<file path="config.mk">
export PLATFORM = sky130hd
export DESIGN_NAME = rcv_line_hex_payload_parser_top
export DESIGN_NICKNAME = d
export VERILOG_FILES = /design/src/hdl/rcv_hex_pkg.sv /design/src/hdl/rcv_hex_ram.sv /design/src/hdl/rcv_line_hex_payload_parser_top.sv
export SDC_FILE = /design/constraint.sdc
export NUM_CORES = 1
export LEC_CHECK = 0
export BUFFER_PORTS_ARGS = -buffer_cell sky130_fd_sc_hd__buf_2
export CAP_MARGIN = 20
export CORE_UTILIZATION = 56
export DETAILED_ROUTE_END_ITERATION = 12
export PLACE_DENSITY = 0.83
export SLEW_MARGIN = 20
export SYNTH_ARGS = -nofsm -noshare
export SYNTH_HDL_FRONTEND = slang
export SYNTH_SLANG_ARGS = --single-unit
</file>
<file path="constraint.sdc">
create_clock -name aclk -period 4.1 [get_ports aclk]
set_input_delay 0.615 -clock aclk [delete_from_list [all_inputs] [get_ports aclk]]
set_output_delay 0.615 -clock aclk [all_outputs]
set_load 0.005 [all_outputs]
</file>
<file path="src/hdl/rcv_hex_pkg.sv">
`timescale 1ns / 1ps

package rcv_hex_pkg;

    localparam int MAX_PAYLOAD      = 64;
    localparam int LINE_BUFFER_SIZE = 256;
    localparam int CNT_W            = 7;   // holds 0..MAX_PAYLOAD
    localparam int ADDR_W           = 6;   // indexes payload store
    localparam int FILL_W           = 8;   // holds 0..LINE_BUFFER_SIZE-1
    localparam int MARKER_LEN       = 5;

    localparam logic [7:0] CH_PLUS  = 8'h2B;
    localparam logic [7:0] CH_COMMA = 8'h2C;

    localparam logic [FILL_W-1:0] FILL_LIMIT = FILL_W'(LINE_BUFFER_SIZE - 1);
    localparam logic [CNT_W-1:0]  CAP_MAX    = CNT_W'(MAX_PAYLOAD);

    // "+RCV=" one character at a time
    function automatic logic [7:0] marker_char(input logic [2:0] idx);
        logic [7:0] ch;
        case (idx)
            3'd0:    ch = 8'h2B;
            3'd1:    ch = 8'h52;
            3'd2:    ch = 8'h43;
            3'd3:    ch = 8'h56;
            3'd4:    ch = 8'h3D;
            default: ch = 8'h00;
        endcase
        return ch;
    endfunction

    // Digit value in [3:0]; bit 4 set marks a non-hex character.
    function automatic logic [4:0] hex_value(input logic [7:0] c);
        logic [4:0] v;
        if (c >= 8'h30 && c <= 8'h39) begin
            v = {1'b0, 4'(c - 8'h30)};
        end else if (c >= 8'h61 && c <= 8'h66) begin
            v = {1'b0, 4'(c - 8'h57)};
        end else if (c >= 8'h41 && c <= 8'h46) begin
            v = {1'b0, 4'(c - 8'h37)};
        end else begin
            v = 5'h10;
        end
        return v;
    endfunction

endpackage

</file>
<file path="src/hdl/rcv_hex_ram.sv">
`timescale 1ns / 1ps

module rcv_hex_ram #(
    parameter int WIDTH = 8,
    parameter int DEPTH = 64
) (
    input  logic                     aclk,
    input  logic                     we,
    input  logic [$clog2(DEPTH)-1:0] waddr,
    input  logic [WIDTH-1:0]         wdata,
    input  logic                     re,
    input  logic [$clog2(DEPTH)-1:0] raddr,
    output logic [WIDTH-1:0]         rdata
);

    logic [WIDTH-1:0] mem [DEPTH];
    logic [WIDTH-1:0] rdata_reg;

    // read data holds until the next read
    always_ff @(posedge aclk) begin
        if (we) begin
            mem[waddr] <= wdata;
        end
        if (re) begin
            rdata_reg <= mem[raddr];
        end
    end

    assign rdata = rdata_reg;

endmodule

</file>
<file path="src/hdl/rcv_line_hex_payload_parser_top.sv">
`timescale 1ns / 1ps
// Parsing: one received character per cycle, every cycle, while no payload is being read out.
// Closing comma of an error-free frame with decoded bytes: the store is read back through the
//   RAM output register and the output register onto m_*, one byte per cycle while m_tready allows;
//   input is held off until every read of the store is issued, which m_tready stalls can delay.
// The readout rate is set by the single read port of the payload store.
// Reset (aresetn low, synchronous): parse state, readout state and m_tvalid cleared, max_bytes set to 64.

module rcv_line_hex_payload_parser_top (
    input  logic        aclk,
    input  logic        aresetn,

    // configuration: max_bytes
    input  logic        cfg_we,
    input  logic [6:0]  cfg_wdata,

    // received characters
    input  logic        s_tvalid,
    output logic        s_tready,
    input  logic [7:0]  s_tdata,     // [7:0] rx_byte

    // decoded payload bytes
    output logic        m_tvalid,
    input  logic        m_tready,
    output logic [15:0] m_tdata,     // [7:0] payload_byte, [14:8] payload_length, [15] zero
    output logic        m_tlast      // last_byte
);

    typedef enum logic {
        ST_PARSE,
        ST_DRAIN
    } state_t;

    localparam int CW = rcv_hex_pkg::CNT_W;
    localparam int AW = rcv_hex_pkg::ADDR_W;
    localparam int FW = rcv_hex_pkg::FILL_W;

    state_t          state_reg, state_next;

    // line parser state
    logic [2:0]      mk_prog_reg, mk_prog_next;     // marker characters matched
    logic [1:0]      commas_reg, commas_next;       // commas after the marker
    logic [FW-1:0]   fill_reg, fill_next;           // characters in the line
    logic [3:0]      hi_nib_reg, hi_nib_next;       // first digit of the pair
    logic            pend_reg, pend_next;           // next char is second of pair
    logic            bad2_reg, bad2_next;           // pair not being decoded
    logic [CW-1:0]   cnt_reg, cnt_next;             // bytes decoded
    logic            ferr_reg, ferr_next;           // bad first digit seen
    logic [CW-1:0]   max_bytes_reg, max_bytes_next;

    // readout sequencer
    logic [AW-1:0]   rd_addr_reg, rd_addr_next;     // next entry to read
    logic [CW-1:0]   rd_left_reg, rd_left_next;     // reads still to issue
    logic [CW-1:0]   len_reg, len_next;             // length of frame being read
    logic            rd_vld_reg, rd_vld_next;       // RAM output holds a byte
    logic [AW-1:0]   rd_idx_reg, rd_idx_next;       // its index
    logic [CW-1:0]   rd_len_reg, rd_len_next;       // its frame length

    // output register
    logic            m_vld_reg, m_vld_next;
    logic [7:0]      m_byte_reg, m_byte_next;
    logic [CW-1:0]   m_len_reg, m_len_next;
    logic            m_last_reg, m_last_next;

    // payload store ports
    logic            ram_we;
    logic [AW-1:0]   ram_waddr;
    logic [7:0]      ram_wdata;
    logic            ram_re;
    logic [7:0]      ram_rdata;

    logic            in_xfer;
    logic            out_load;
    logic [CW-1:0]   cap;
    logic [4:0]      hv;
    logic            done;

    rcv_hex_ram #(
        .WIDTH (8),
        .DEPTH (rcv_hex_pkg::MAX_PAYLOAD)
    ) u_store (
        .aclk  (aclk),
        .we    (ram_we),
        .waddr (ram_waddr),
        .wdata (ram_wdata),
        .re    (ram_re),
        .raddr (rd_addr_reg),
        .rdata (ram_rdata)
    );

    assign s_tready = (state_reg == ST_PARSE);
    assign in_xfer  = s_tvalid && s_tready;

    // RAM output moves to the output register when that register is free or emptying
    assign out_load = rd_vld_reg && (!m_vld_reg || m_tready);
    // a new read may only replace the RAM output once it has been moved on
    assign ram_re   = (state_reg == ST_DRAIN) && (rd_left_reg != '0)
                      && (!rd_vld_reg || out_load);

    // effective cap: values above the store depth act as the depth
    assign cap = (max_bytes_reg > rcv_hex_pkg::CAP_MAX) ? rcv_hex_pkg::CAP_MAX : max_bytes_reg;
    assign hv  = rcv_hex_pkg::hex_value(s_tdata);

    always_comb begin
        state_next     = state_reg;
        mk_prog_next   = mk_prog_reg;
        commas_next    = commas_reg;
        fill_next      = fill_reg;
        hi_nib_next    = hi_nib_reg;
        pend_next      = pend_reg;
        bad2_next      = bad2_reg;
        cnt_next       = cnt_reg;
        ferr_next      = ferr_reg;
        max_bytes_next = cfg_we ? cfg_wdata : max_bytes_reg;
        rd_addr_next   = rd_addr_reg;
        rd_left_next   = rd_left_reg;
        len_next       = len_reg;
        rd_vld_next    = rd_vld_reg;
        rd_idx_next    = rd_idx_reg;
        rd_len_next    = rd_len_reg;
        m_vld_next     = m_vld_reg;
        m_byte_next    = m_byte_reg;
        m_len_next     = m_len_reg;
        m_last_next    = m_last_reg;
        ram_we         = 1'b0;
        ram_waddr      = cnt_reg[AW-1:0];
        ram_wdata      = {hi_nib_reg, hv[3:0]};
        done           = 1'b0;

        // output register: take the RAM output or drop a finished transfer
        if (out_load) begin
            m_vld_next  = 1'b1;
            m_byte_next = ram_rdata;
            m_len_next  = rd_len_reg;
            m_last_next = ({1'b0, rd_idx_reg} + CW'(1)) == rd_len_reg;
        end else if (m_tready) begin
            m_vld_next  = 1'b0;
        end

        // readout sequencer
        if (ram_re) begin
            rd_vld_next  = 1'b1;
            rd_idx_next  = rd_addr_reg;
            rd_len_next  = len_reg;
            rd_addr_next = rd_addr_reg + AW'(1);
            rd_left_next = rd_left_reg - CW'(1);
            if (rd_left_reg == CW'(1)) begin
                state_next = ST_PARSE;
            end
        end else if (out_load) begin
            rd_vld_next  = 1'b0;
        end

        // line parser, one character per transfer
        if (in_xfer) begin
            fill_next = fill_reg + FW'(1);
            if (mk_prog_reg < 3'(rcv_hex_pkg::MARKER_LEN)) begin
                if (s_tdata == rcv_hex_pkg::marker_char(mk_prog_reg)) begin
                    mk_prog_next = mk_prog_reg + 3'd1;
                end else begin
                    mk_prog_next = (s_tdata == rcv_hex_pkg::CH_PLUS) ? 3'd1 : 3'd0;
                end
            end else if (commas_reg < 2'd2) begin
                if (s_tdata == rcv_hex_pkg::CH_COMMA) begin
                    commas_next = commas_reg + 2'd1;
                end
            end else if (s_tdata == rcv_hex_pkg::CH_COMMA) begin
                done = 1'b1;
                if (!ferr_reg && cnt_reg != '0) begin
                    state_next   = ST_DRAIN;
                    rd_addr_next = '0;
                    rd_left_next = cnt_reg;
                    len_next     = cnt_reg;
                end
            end else if (!pend_reg) begin
                // first character of a pair: decode decision is made here
                if (!ferr_reg && cnt_reg < cap) begin
                    if (hv[4]) begin
                        ferr_next = 1'b1;
                        bad2_next = 1'b1;
                    end else begin
                        hi_nib_next = hv[3:0];
                        bad2_next   = 1'b0;
                    end
                end else begin
                    bad2_next = 1'b1;
                end
                pend_next = 1'b1;
            end else begin
                // second character: a non-hex one keeps the first digit alone
                if (!bad2_reg && !ferr_reg && cnt_reg < rcv_hex_pkg::CAP_MAX) begin
                    ram_we    = 1'b1;
                    ram_wdata = hv[4] ? {4'h0, hi_nib_reg} : {hi_nib_reg, hv[3:0]};
                    cnt_next  = cnt_reg + CW'(1);
                end
                pend_next = 1'b0;
            end

            // frame done or line buffer full: start a fresh line
            if (done || fill_next >= rcv_hex_pkg::FILL_LIMIT) begin
                mk_prog_next = '0;
                commas_next  = '0;
                fill_next    = '0;
                hi_nib_next  = '0;
                pend_next    = 1'b0;
                bad2_next    = 1'b0;
                cnt_next     = '0;
                ferr_next    = 1'b0;
            end
        end
    end

    always_ff @(posedge aclk) begin
        if (!aresetn) begin
            state_reg     <= ST_PARSE;
            mk_prog_reg   <= '0;
            commas_reg    <= '0;
            fill_reg      <= '0;
            hi_nib_reg    <= '0;
            pend_reg      <= 1'b0;
            bad2_reg      <= 1'b0;
            cnt_reg       <= '0;
            ferr_reg      <= 1'b0;
            max_bytes_reg <= rcv_hex_pkg::CAP_MAX;
            rd_addr_reg   <= '0;
            rd_left_reg   <= '0;
            rd_vld_reg    <= 1'b0;
            m_vld_reg     <= 1'b0;
        end else begin
            state_reg     <= state_next;
            mk_prog_reg   <= mk_prog_next;
            commas_reg    <= commas_next;
            fill_reg      <= fill_next;
            hi_nib_reg    <= hi_nib_next;
            pend_reg      <= pend_next;
            bad2_reg      <= bad2_next;
            cnt_reg       <= cnt_next;
            ferr_reg      <= ferr_next;
            max_bytes_reg <= max_bytes_next;
            rd_addr_reg   <= rd_addr_next;
            rd_left_reg   <= rd_left_next;
            rd_vld_reg    <= rd_vld_next;
            m_vld_reg     <= m_vld_next;
        end
        // payload registers, no reset
        len_reg    <= len_next;
        rd_idx_reg <= rd_idx_next;
        rd_len_reg <= rd_len_next;
        m_byte_reg <= m_byte_next;
        m_len_reg  <= m_len_next;
        m_last_reg <= m_last_next;
    end

    assign m_tvalid = m_vld_reg;
    assign m_tdata  = {1'b0, m_len_reg, m_byte_reg};
    assign m_tlast  = m_last_reg;

endmodule

</file>
Yosys cells after proc, flatten, opt, wreduce, memory -nomap -nowiden

Memory sizes are Yosys's and may differ from the RTL's. A register that Yosys moved wholly into a read port is not among the register bits.
Index checks and enable logic that the tools add are counted.

Flip-flop bits (word level): 86
Bits in writable memories: 512
Bits of input ports: 20
Word-level logic and storage cells: 188
Memories: 1

Add/sub/neg operators: 10
Magnitude comparators: 12
Eq/ne operators: 14
Multiplexer cells: 90
Bitwise logic cells: 3
Reductions and logical operators: 38

Memories:

| name        | depth | width | rd ports | clocked after Yosys merged registers in | wr ports | RTL line          | text |
|---|---|---|---|---|---|---|---|
| u_store.mem | 64    | 8     | 1        | 1                                       | 1        | rcv_hex_ram.sv:16 | `logic [WIDTH-1:0] mem [DEPTH];` |

Operator list:

| operator                                                                             | number |
|---|---|
| 7-bit 2-to-1 mux                                                                     | 13 |
| 8-bit 2-to-1 mux                                                                     | 10 |
| 1-bit 2-to-1 mux                                                                     | 43 |
| 6-bit 2-to-1 mux                                                                     | 6 |
| 7-bit case mux with 5 select lines                                                   | 1 |
| 4-bit 2-to-1 mux                                                                     | 7 |
| 2-bit nonzero test                                                                   | 9 |
| 8-bit by 6-bit == test with 1-bit output (second input constant)                     | 2 |
| 8-bit by 7-bit greater-or-equal comparator with 1-bit output (second input constant) | 2 |
| 8-bit by 7-bit <= comparator with 1-bit output (second input constant)               | 2 |
| 5-bit 2-to-1 mux                                                                     | 3 |
| 7-bit AND reduction                                                                  | 2 |
| 7-bit nonzero test                                                                   | 2 |
| 1-bit logical AND                                                                    | 11 |
| 2-bit by 1-bit != test with 1-bit output (second input constant)                     | 5 |
| 5-bit AND reduction                                                                  | 2 |
| 3-bit 2-to-1 mux                                                                     | 3 |
| 8-bit by 1-bit adder with 8-bit output (second input constant)                       | 1 |
| 8-bit == test                                                                        | 1 |
| 8-bit by 6-bit greater-or-equal comparator with 1-bit output (second input constant) | 1 |
| 8-bit greater-or-equal comparator (second input constant)                            | 1 |
| 8-bit by 6-bit <= comparator with 1-bit output (second input constant)               | 1 |
| 2-bit 2-to-1 mux                                                                     | 4 |
| 4-bit AND reduction                                                                  | 2 |
| other kinds (24)                                                                     | 33 |

Longest topological paths before layout

Gate-level depths: netlist of run 1.

Word-level depth: 12
Gate-level depth with buffers: 10
Mapped depth without buffers: 9

Modules after synthesis

A second synthesis of run 1 with hierarchy kept.

Cells, all modules: 1429
Area, all modules: 24837.6 um^2

By module, submodules not included:

| module                          | instances | cells an instance | area each (um^2) | sequential area each (um^2) |
|---|---|---|---|---|
| rcv_hex_ram                     | 1         | 966               | 20309.5          | 15615.0 |
| rcv_line_hex_payload_parser_top | 1         | 463               | 4528.1           | 2082.0 |

Worst setup path after synthesis of run 1

OpenSTA, ideal clock, no wires.

Kind: input port to flip-flop
Start: input s_tdata[3]
End: memory u_store.mem[0][4], data pin
Library setup time: 0.516 ns
Arrival: 3.414 ns
Required time: 3.584 ns
Setup slack: 0.170 ns
Cell stages on the path: 5
Cell sequence: or4b_2 nor3_2 or2_2 nor2_1 nor2b_1

Cells in the longest elaborated chain, start to end: 12
Elaborated cells on any way between the ends: 20
Classes of those cells: 6 x order compare; 1 x eq/ne; 10 x mux; 3 x reduce/logical

RTL lines:

| element                                                                                                                        | RTL line                               | text |
|---|---|---|
| start: declaration                                                                                                             | rcv_line_hex_payload_parser_top.sv:20  | `input logic [7:0] s_tdata,` |
| 8-bit by 7-bit greater-or-equal comparator with 1-bit output or 8-bit by 7-bit <= comparator with 1-bit output (tied branches) | rcv_hex_pkg.sv:39                      | `end else if (c >= 8'h41 && c <= 8'h46) begin` |
| 1-bit logical AND                                                                                                              | rcv_hex_pkg.sv:39                      |  |
| 5-bit 2-to-1 mux                                                                                                               | rcv_hex_pkg.sv:39                      |  |
| 5-bit 2-to-1 mux                                                                                                               | rcv_hex_pkg.sv:37                      | `end else if (c >= 8'h61 && c <= 8'h66) begin` |
| 5-bit 2-to-1 mux                                                                                                               | rcv_hex_pkg.sv:35                      | `if (c >= 8'h30 && c <= 8'h39) begin` |
| 8-bit 2-to-1 mux                                                                                                               | rcv_line_hex_payload_parser_top.sv:193 | `ram_wdata = hv[4] ? {4'h0, hi_nib_reg} : {hi_nib_reg, hv[3:0]};` |
| 8-bit 2-to-1 mux                                                                                                               | rcv_line_hex_payload_parser_top.sv:191 | `if (!bad2_reg && !ferr_reg && cnt_reg < rcv_hex_pkg::CAP_MAX) begin` |
| 8-bit 2-to-1 mux                                                                                                               | rcv_line_hex_payload_parser_top.sv:175 | `end else if (!pend_reg) begin` |
| 8-bit 2-to-1 mux (*)                                                                                                           | rcv_line_hex_payload_parser_top.sv:167 | `end else if (s_tdata == rcv_hex_pkg::CH_COMMA) begin` |
| 8-bit 2-to-1 mux (*)                                                                                                           | rcv_line_hex_payload_parser_top.sv:163 | `end else if (commas_reg < 2'd2) begin` |
| 8-bit 2-to-1 mux (*)                                                                                                           | rcv_line_hex_payload_parser_top.sv:157 | `if (mk_prog_reg < 3'(rcv_hex_pkg::MARKER_LEN)) begin` |
| 8-bit 2-to-1 mux (*)                                                                                                           | rcv_line_hex_payload_parser_top.sv:155 | `if (in_xfer) begin` |
| via ram_wdata[4]                                                                                                               | rcv_line_hex_payload_parser_top.sv:68  | `logic [7:0] ram_wdata;` |
| end: declaration                                                                                                               | rcv_hex_ram.sv:16                      |  |

Mark *: on every way through the listed nets, which the timed path passes. The rest lies on a longest branch.

Worst setup path in the final report of run 1

Start: register mk_prog_reg[2]
End: memory u_store.mem[63][7], enable pin

Cells in the longest elaborated chain, start to end: 5

RTL lines:

| element                                | RTL line                               | text |
|---|---|---|
| start: declaration                     | rcv_line_hex_payload_parser_top.sv:41  | `logic [2:0] mk_prog_reg, mk_prog_next;` |
| start signal: assignment               | rcv_line_hex_payload_parser_top.sv:231 | `mk_prog_reg <= mk_prog_next;` |
| 3-bit less-than comparator             | rcv_line_hex_payload_parser_top.sv:157 |  |
| 1-bit 2-to-1 mux                       | rcv_line_hex_payload_parser_top.sv:157 |  |
| 1-bit 2-to-1 mux                       | rcv_line_hex_payload_parser_top.sv:155 |  |
| 1-bit 2-to-1 mux                       | rcv_hex_ram.sv:21                      | `if (we) begin` |
| 1-bit 2-to-1 mux (implied by the code) | rcv_hex_ram.sv:22                      | `mem[waddr] <= wdata;` |

Every way passes these cells.

==> flow_metrics.env, run 1 <==
export IMPL_synth_top_area_cell="edfxtp_1"
export IMPL_layout_nets=1390
export IMPL_fp_dieW_um=210
export IMPL_internal_power_uw=9970
export IMPL_crit_path_max_fanout=8
export IMPL_combPwrFrac_pct=0.8
export IMPL_clk_pin_slew_ns=0.07
export IMPL_drv_cap=0
export IMPL_setup_viol=0
export IMPL_cts_buffer_depth=3
export IMPL_dr_pass1_iters=5
export IMPL_rrSetupSlack_ns=0.76
export IMPL_clock_latency_ns=0.58
export IMPL_final_max_slew_viol_count=0
export IMPL_place_congestion=0.819
export IMPL_grt_max_degree=69
export IMPL_ir_drop_uv=340
export IMPL_cts_root_buf="clkbuf_16"
export IMPL_yosys_area_top_type_share_pct=68.6
export IMPL_fmax_ghz=0.299
export IMPL_diodes=0
export IMPL_syn_cell_area_sq_um=24300
export IMPL_finClkSkew_ns=0.0140
export IMPL_drt_iter0_markers=1724
export IMPL_start_kind="flip-flop"
export IMPL_min_from="cfg_wdata[6]"
export IMPL_grt_pass1_wl_um=79700
export IMPL_synthTopCellsByArea="edfxtp_1 (69%), mux4_2 (15%), dfxtp_1 (4.1%)"
export IMPL_syn_inst=1289
export IMPL_postRouteWirelength_um=53100
export IMPL_hp_class="input port to flip-flop"
export IMPL_rsz0062_at_grt="no"
export IMPL_drive_above_1_share_pct=25.8
export IMPL_cts_sinks=606
export IMPL_r2r_end="u_store.mem[63][7]"
export IMPL_fp_row_count=75
export IMPL_cts_buffers=55
export IMPL_period_share_pct=81.6
export IMPL_syn_num_nets=1331
export IMPL_min_to="max_bytes_reg[6]"
export IMPL_ctsHoldBuffers=0
export IMPL_arrival_ns=3.55
export IMPL_crit_type="flip-flop to flip-flop"
export IMPL_tritoncts="built"
export IMPL_synth_seq_area_share_pct=72.8
export IMPL_r2r_start="mk_prog_reg[2]"
export IMPL_ys_types=72
export IMPL_dpl_hpwl_um=30400
export IMPL_r2r_cells=6
export IMPL_initial_core_util_pct=57.3
export IMPL_cts_setup_buffers=0
export IMPL_cts_resized=0
export IMPL_power_frac_seq_pct=54.4
export IMPL_first_global_vias=12600
export IMPL_clockPowerShare_pct=44.8
export IMPL_grt_overflow_total=0
export IMPL_slew_limit_headroom_pct=28.2
export IMPL_ant_nets=0
export IMPL_regMostFlops="u_store.mem"
export IMPL_hold_violations=0
export IMPL_tightestPinTransition_ns=1.07
export IMPL_status="completed"
export IMPL_hold_slack_ns=0.252
export IMPL_synth_async_reset_ratio_pct=0
export IMPL_synth_ff_type="edfxtp_1"
export IMPL_drc=0
export IMPL_track_usage_pct=24.7
export IMPL_final_cell_mix="edfxtp_1 (556), mux4_2 (160), nor2_1 (100)"
export IMPL_layout_commonest_cell="edfxtp_1"
export IMPL_place_ws_ns=0.368
export IMPL_swShare_pct=18.7
export IMPL_antenna_found_initial=1
export IMPL_num_vias=12800
export IMPL_power_density_nw_per_um2=450
export IMPL_wl_per_cell_um=27.0
export IMPL_htreeDepth=2
export IMPL_core_area_sq_um=42400
export IMPL_syn2layout_area_growth_pct=12.1
export IMPL_synth_edf_count=556
export IMPL_min_period_ns=3.34
export IMPL_syn_area_per_cell_sq_um=18.9
export IMPL_synth_seq_cells=606
export IMPL_io_buffers=37
export IMPL_setup_tns_final_ns=0
export IMPL_largest_register_ffs=512
export IMPL_crit_required_ns=4.31
export IMPL_yosysWarnings=0
export IMPL_p_switching_uw=2300
export IMPL_hold_depth=3
export IMPL_viasPerCell=6.49
export IMPL_ios=39
export IMPL_endpoint_kind="flip-flop"
export IMPL_leakagePower_uw=0.00703
export IMPL_fp_dieH_um=210
export IMPL_finalWorstSetupSlack_ns=0.755
export IMPL_die_area_sq_um=44300
how the worst max path moves through the flow:
stage                         startpoint                 end  depth (start not counted)
after floorplan               s_tdata[3]   u_store.mem[0][4]                          5
after global placement        s_tdata[0]  u_store.mem[16][2]                          8
after detailed placement      s_tdata[0]  u_store.mem[16][3]                          8
after CTS                 mk_prog_reg[2]  u_store.mem[63][7]                          6
after global routing      mk_prog_reg[2]  u_store.mem[63][7]                          6
final                     mk_prog_reg[2]  u_store.mem[63][7]                          6
worst max-delay path, stage by stage (launching register included):
cell and delay, ns:
dfxtp_1 0.46, o21ai_0 0.30, nor4_2 0.38, nand2_1 0.23, nor2_1 0.50, nand3_1 0.38
nor2_1 0.71
power groups by stage:
| stage | registers, uW | logic, uW | clock network [uW] |
|---|---|---|---|
| 2_1_floorplan | 6810 | 57.2 | 0 |
| 3_3_place_gp | 6810 | 88.4 | 0 |
| 3_5_place_dp | 6810 | 93.5 | 0 |
| 4_1_cts | 6670 | 95.1 | 5530 |
| 5_1_grt | 6670 | 108 | 5780 |
| 6_report | 6670 | 98.5 | 5490 |
metrics by stage:
| step | util, % | power (uW) | instances | area [sq um] |
|---|---|---|---|---|
| after detailed placement | 59.5 | 6900 | 1867 | 25200 |
| after floorplan | - | 6860 | 1289 | 24300 |
| after CTS | 64.2 | 12300 | 1968 | 27200 |
| after global routing | 64.3 | 12600 | 1969 | 27300 |
| final | 64.3 | 12300 | 1969 | 27300 |
| after global placement | 59.5 | 6900 | 1867 | 25200 |
area by class of cell:
class | instances | area, sq um
inverters | 25 | 93.8
fillers | 2702 | 15200
clock inverters | 30 | 399
well taps | 577 | 722
flip-flops and latches | 606 | 17700
multi-input cells | 595 | 6300
repair buffers | 65 | 465
clock buffers | 71 | 1570
cells in the mapped netlist, drive strengths merged (3+ instances only):
| master | instances |
|---|---|
| or2 | 5 |
| or4 | 11 |
| xnor2 | 14 |
| nand4 | 6 |
| buf | 31 |
| ha | 22 |
| nor4 | 6 |
| o211ai | 4 |
| inv | 24 |
| and3 | 3 |
| a22oi | 18 |
| o2111ai | 3 |
| dfxtp | 50 |
| nor2 | 100 |
| and2 | 3 |
| mux4 | 160 |
| a21oi | 34 |
| a21boi | 3 |
| nand4b | 3 |
| or3 | 12 |
| a21o | 3 |
| nor3 | 11 |
| nand2 | 62 |
| o21ai | 22 |
| a211oi | 3 |
| xor2 | 8 |
| nor2b | 9 |
| clkbuf | 32 |
| nand3b | 4 |
| edfxtp | 556 |
| mux2i | 13 |
| nand3 | 25 |
metal layers:
layer / wire [um] / up-vias / GRT usage, %
met3: 4830 / 108 / 4.53
met2: 26800 / 780 / 41.0
met5: 13 / - / 0
met4: 1590 / 2 / 8.65
li1: - / 5326 / -
met1: 19900 / 6566 / 33.2
cells by family after synthesis:
kind of cell / Yosys count / share of synthesized area [%]
AO/OA/AOI/OAI: 107 / 2.87
flip-flops: 606 / 72.8
XOR/XNOR: 22 / 0.792
other: 1 / 0.0154
adder cells (fa/ha/maj): 22 / 1.13
AND/OR/NAND/NOR: 268 / 5.44
multiplexers: 175 / 15.4
buffers and inverters: 88 / 1.54
Note: power is estimated with default switching activity, not from simulation.
==> run 2, diff against run 1 <==
--- a/config.mk
+++ b/config.mk
@@ -7,7 +7,7 @@
 export LEC_CHECK = 0
 export BUFFER_PORTS_ARGS = -buffer_cell sky130_fd_sc_hd__buf_2
 export CAP_MARGIN = 20
-export CORE_UTILIZATION = 56
+export CORE_UTILIZATION = 59
 export DETAILED_ROUTE_END_ITERATION = 12
 export PLACE_DENSITY = 0.83
 export SLEW_MARGIN = 20
==> constraint.sdc (replaced) <==
create_clock -name aclk -period 3.3 [get_ports aclk]
set_input_delay 0.495 -clock aclk [delete_from_list [all_inputs] [get_ports aclk]]
set_output_delay 0.495 -clock aclk [all_outputs]
set_load 0.005 [all_outputs]
==> run 2 against run 1 <==
Compared with the run above: clock skew rose by 0.011 ns; global-route usage up 2.4 points; non-clock buffer count up 38; register-to-register slack got worse by 0.72 ns; clock power rose by 18%; core utilization is 3.0 points higher; largest power group unchanged; final area is 0.60% higher; total power rose by 21%; wire length grew 4.2%; fmax grew 2.6%; highest routed layer unchanged; sequential share of layout area down 0.39 points; count of clock-buffer cells in the layout shrank 6.
==> flow_metrics.env, run 2 (same netlist as run 1, synthesis figures left out) <==
export IMPL_fp_dieW_um=205
export IMPL_place_ws_ns=0.0550
export IMPL_initial_core_util_pct=59.7
export IMPL_placed_area_sq_um=25600
export IMPL_crit_path_max_fanout=8
export IMPL_drive_above_1_share_pct=26.6
export IMPL_ios=39
export IMPL_first_global_vias=13200
export IMPL_tightestPinTransition_ns=1.10
export IMPL_clk_pin_slew_ns=0.07
export IMPL_cts_buffer_depth=3
export IMPL_rsz0062_at_grt="yes"
export IMPL_antenna_found_initial=1
export IMPL_total_power_uw=14900
export IMPL_cp_startpoint="cnt_reg[6]"
export IMPL_status="completed"
export IMPL_finalWorstSetupSlack_ns=0.0399
export IMPL_fin_area_sq_um=27400
export IMPL_finClkSkew_ns=0.0252
export IMPL_fp_row_count=74
export IMPL_setup_viol=0
export IMPL_slew_limit_headroom_pct=26.7
export IMPL_start_kind="flip-flop"
export IMPL_grt_overflow_total=0
export IMPL_wl_per_cell_um=28.2
export IMPL_postRouteWirelength_um=55300
export IMPL_ir_drop_uv=409
export IMPL_dr_pass1_iters=5
export IMPL_hold_violations=0
export IMPL_die_area_sq_um=42000
export IMPL_viasPerCell=6.64
export IMPL_syn2layout_area_growth_pct=12.7
export IMPL_multi_input_area_sq_um=6290
export IMPL_core_area_sq_um=40700
export IMPL_largest_register_ffs=512
export IMPL_min_from="cfg_wdata[6]"
export IMPL_final_cell_mix="edfxtp_1 (556), mux4_2 (160), nor2_1 (97)"
export IMPL_clock_latency_ns=0.58
export IMPL_tritoncts="built"
export IMPL_period_share_pct=98.8
export IMPL_power_density_nw_per_um2=542
export IMPL_utilization_pct=67.3
export IMPL_nFillCells=2414
export IMPL_min_period_ns=3.26
export IMPL_place_congestion=0.861
export IMPL_hp_class="input port to flip-flop"
export IMPL_cts_root_buf="clkbuf_16"
export IMPL_r2r_start="cnt_reg[6]"
export IMPL_num_vias=13000
export IMPL_cts_setup_buffers=0
export IMPL_seqCellArea_sq_um=17700
export IMPL_io_buffers=37
export IMPL_drv_cap=0
export IMPL_grt_pass1_wl_um=82400
export IMPL_layout_commonest_cell="edfxtp_1"
export IMPL_grt_max_degree=65
export IMPL_crit_required_ns=3.48
export IMPL_setup_tns_final_ns=0
export IMPL_track_usage_pct=27.1
export IMPL_final_max_slew_viol_count=0
export IMPL_drc=0
export IMPL_fp_dieH_um=205
export IMPL_fmax_ghz=0.307
export IMPL_ant_nets=0
export IMPL_cts_buffers=55
export IMPL_layout_nets=1428
export IMPL_crit_type="flip-flop to flip-flop"
export IMPL_leakagePower_uw=0.00754
export IMPL_htreeDepth=2
export IMPL_regMostFlops="u_store.mem"
export IMPL_arrival_ns=3.44
export IMPL_drt_iter0_markers=1841
export IMPL_cts_sinks=606
export IMPL_endpoint_kind="flip-flop"
export IMPL_diodes=0
export IMPL_dpl_hpwl_um=32600
-- run 2: layer usage --
metal | share of wire, % | GRT usage, %
met1 | 37 | 36.0
met2 | 50 | 45.7
met3 | 9.4 | 4.68
met4 | 3.4 | 9.37
met5 | 0.025 | 0
-- run 2: per-stage QoR --
stage,hold slack [ns],std cells
final,0.128,1961
after floorplan,0.400,1289
after global routing,0.145,1961
after global placement,0.403,1860
after CTS,0.122,1961
after detailed placement,0.405,1861
-- run 2: final cells by class --
type / instances / area share [%]
inverter: 25 / 0.342
tap: 532 / 2.43
multi-input combinational: 595 / 23.0
sequential: 606 / 64.6
clock inverter: 35 / 1.31
clock buffer: 65 / 5.31
timing repair buffer: 103 / 3.08
-- run 2: final timing paths --
path	end	slack, ns	cells past startpoint
max	u_store.mem[47][0]	0.04	6
min	max_bytes_reg[6]	0.13	3
max reg2reg	u_store.mem[47][0]	0.04	6
min reg2reg	m_byte_reg[5]	0.42	0
-- run 2: critical path, stage by stage (launching register included) --
cell and delay [ns]:
dfxtp_1 0.38, or3b_2 0.49, nor4_2 0.22, nand2_1 0.24
nor2_1 0.44, nand2_1 0.21, nor2_1 0.87
-- run 2: power breakdown --
group / switching [uW] / leakage (uW) / total, uW / internal [uW]
logic: 87.0 / 0.00199 / 127 / 39.7
registers: 5.71 / 0.00467 / 8290 / 8290
clock network: 2700 / 0.000881 / 6460 / 3750
-- run 2: repair_timing --
| item | in CTS | in global routing |
|---|---|---|
| endpoints found under the hold margin | 0 | 0 |
| gates resized for setup | 0 | 3 |
| hold buffers | 0 | 0 |
| setup endpoints to repair | 0 | 23 |
==> run 3, diff against run 2 <==
--- a/config.mk
+++ b/config.mk
@@ -7,9 +7,10 @@
 export LEC_CHECK = 0
 export BUFFER_PORTS_ARGS = -buffer_cell sky130_fd_sc_hd__buf_2
 export CAP_MARGIN = 20
-export CORE_UTILIZATION = 59
+export CORE_UTILIZATION = 28
 export DETAILED_ROUTE_END_ITERATION = 12
-export PLACE_DENSITY = 0.83
+export GPL_TIMING_DRIVEN = 0
+export PLACE_DENSITY = 0.5
 export SLEW_MARGIN = 20
 export SYNTH_ARGS = -nofsm -noshare
 export SYNTH_HDL_FRONTEND = slang
==> run 3 against run 2 <==
Compared with the run above: final area rose by 3.5%; clock skew up 0.0013 ns; sequential power about the same; die area up 110%; wire length is 8.7% higher; largest power group unchanged; global-route usage down 13 points; total power up 4.5%; largest cell class unchanged; flip-flop and latch count unchanged; final cell count increased by 32%; fmax is 0.17% lower; setup slack got worse by 0.0054 ns; sequential share of layout area down 2.2 points.
==> flow_metrics.env, run 3 (same netlist as run 1, synthesis figures left out) <==
export IMPL_status="completed"
export IMPL_stdcell_count=2597
export IMPL_rrSetupSlack_ns=0.03
export IMPL_place_inst=2478
export IMPL_cts_root_buf="clkbuf_16"
export IMPL_arrival_ns=3.47
export IMPL_cp_startpoint="mk_prog_reg[2]"
export IMPL_regMostFlops="u_store.mem"
export IMPL_placed_area_sq_um=26200
export IMPL_drt_iter0_markers=1005
export IMPL_clock_latency_ns=0.60
export IMPL_initial_core_util_pct=28.4
export IMPL_largest_register_ffs=512
export IMPL_cp_slowest_stage_delay_ns=0.82
export IMPL_clk_pin_slew_ns=0.06
export IMPL_rsz0062_at_grt="yes"
export IMPL_hp_class="input port to flip-flop"
export IMPL_antenna_found_initial=0
export IMPL_r2r_end="u_store.mem[24][3]"
export IMPL_cts_buffers=66
export IMPL_grt_overflow_total=0
export IMPL_start_kind="flip-flop"
export IMPL_finClkSkew_ns=0.0264
export IMPL_fp_dieH_um=297
export IMPL_fp_row_count=107
export IMPL_leakagePower_uw=0.00757
export IMPL_clockPowerShare_pct=45.8
export IMPL_diodes=0
export IMPL_hold_violations=0
export IMPL_layout_commonest_cell="edfxtp_1"
export IMPL_p_switching_uw=3030
export IMPL_tightestPinTransition_ns=1.01
export IMPL_power_frac_seq_pct=53.4
export IMPL_dpl_hpwl_um=39900
export IMPL_drive_above_1_share_pct=25.8
export IMPL_layout_nets=1444
export IMPL_drc=0
export IMPL_critPathMostFrequentCell="nor2_1"
export IMPL_r2r_start="mk_prog_reg[2]"
export IMPL_ir_drop_uv=357
export IMPL_dr_pass1_iters=5
export IMPL_slew_limit_headroom_pct=32.5
export IMPL_cts_setup_buffers=0
export IMPL_setup_viol=0
export IMPL_swShare_pct=19.5
export IMPL_cts_sinks=606
export IMPL_power_density_nw_per_um2=548
export IMPL_endpoint_kind="flip-flop"
export IMPL_syn2layout_area_growth_pct=16.7
export IMPL_track_usage_pct=13.7
export IMPL_period_share_pct=99.0
export IMPL_ctsHoldBuffers=0
export IMPL_ant_nets=0
export IMPL_fin_area_sq_um=28400
export IMPL_crit_required_ns=3.50
export IMPL_grt_max_degree=65
export IMPL_utilization_pct=33.2
export IMPL_cts_resized=21
export IMPL_cts_buffer_depth=3
export IMPL_slowest_stage="nor2_1"
export IMPL_ios=39
export IMPL_final_max_slew_viol_count=0
export IMPL_io_buffers=35
export IMPL_die_area_sq_um=88000
export IMPL_place_congestion=0.788
export IMPL_htreeDepth=3
export IMPL_fmax_ghz=0.306
export IMPL_viasPerCell=4.84
export IMPL_combPwrFrac_pct=0.8
export IMPL_crit_path_max_fanout=8
export IMPL_crit_type="flip-flop to flip-flop"
export IMPL_min_period_ns=3.27
export IMPL_first_global_vias=12900
export IMPL_drv_cap=0
export IMPL_num_vias=12600
export IMPL_path_cells="o21ai_0 -> nor4_2 -> nand2_1 -> nor2_1 -> nand3_1 -> nor2_1"
export IMPL_core_area_sq_um=85500
export IMPL_internal_power_uw=12500
export IMPL_wl_per_cell_um=23.1
export IMPL_crit_path_end="u_store.mem[24][3]"
export IMPL_r2r_cells=6
export IMPL_fp_dieW_um=297
export IMPL_postRouteWirelength_um=60100
export IMPL_final_cell_mix="edfxtp_1 (556), mux4_2 (160), nor2_1 (88)"
export IMPL_grt_pass1_wl_um=88300
export IMPL_tritoncts="built"
==> run 3: cell count changes in the layout (fill, tap and decap cells not counted), sizes merged <==
cell,change
clkbuf,+55
inv,+1
clkdlybuf4s15,+2
buf,-30
bufinv,-5
clkinv,+1
==> run 3: power by group through the flow <==
stage	Combinational, uW	Sequential (uW)	Clock, uW
2_1_floorplan	71.0	8460	0
3_3_place_gp	122	8460	0
3_5_place_dp	131	8460	0
4_1_cts	131	8300	7300
5_1_grt	144	8290	7560
6_report	130	8300	7120
==> run 3: cell type report <==
type                       instances  area (sq um)
buffer                            63           338
clock buffer                      87          1860
clock inverter                    32           224
fill                            8083         57200
inverter                          25          93.8
multi-input combinational        595          6350
sequential                       606         17700
tap                             1144          1430
timing repair buffer              45           397
==> run 3: layer usage <==
layer / vias up / track usage, % / part of all wire (%)
met4: 0 / 4.37 / 2.0
met2: 336 / 22.1 / 49
li1: 5462 / - / -
met3: 75 / 2.82 / 5.1
met5: - / 0 / 0
met1: 6686 / 18.3 / 44
==> run 3: critical path: cells and delay by family (launching register included) <==
| family | cells | cell delay, ns |
|---|---|---|
| AO/OA/AOI/OAI | 1 | 0.30 |
| flip-flops | 1 | 0.47 |
| AND/OR/NAND/NOR | 5 | 2.11 |
==> run 3: how the worst min path moves through the flow <==
stage / from / to / slack (ns) / cells after the start
global route: cfg_wdata[6] / max_bytes_reg[6] / 0.14 / 3
global placement: u_store.rdata[1] / m_byte_reg[1] / 0.41 / 0
detailed placement: len_reg[3] / rd_len_reg[3] / 0.40 / 0
CTS: cfg_wdata[6] / max_bytes_reg[6] / 0.10 / 3
floorplan: u_store.rdata[0] / m_byte_reg[0] / 0.40 / 0
finish: cfg_wdata[6] / max_bytes_reg[6] / 0.15 / 3
==> run 3: through the flow <==
step / setup TNS, ns / total power [uW] / hold slack (ns) / setup slack (ns)
after floorplan: -130.64 / 8530 / 0.400 / -0.510
after global placement: -1033.16 / 8580 / 0.406 / -3.23
after detailed placement: -99.67 / 8590 / 0.405 / -0.454
after CTS: 0 / 15700 / 0.101 / 0.00113
after global routing: -8.12 / 16000 / 0.143 / -0.0981
final: 0 / 15500 / 0.145 / 0.0345
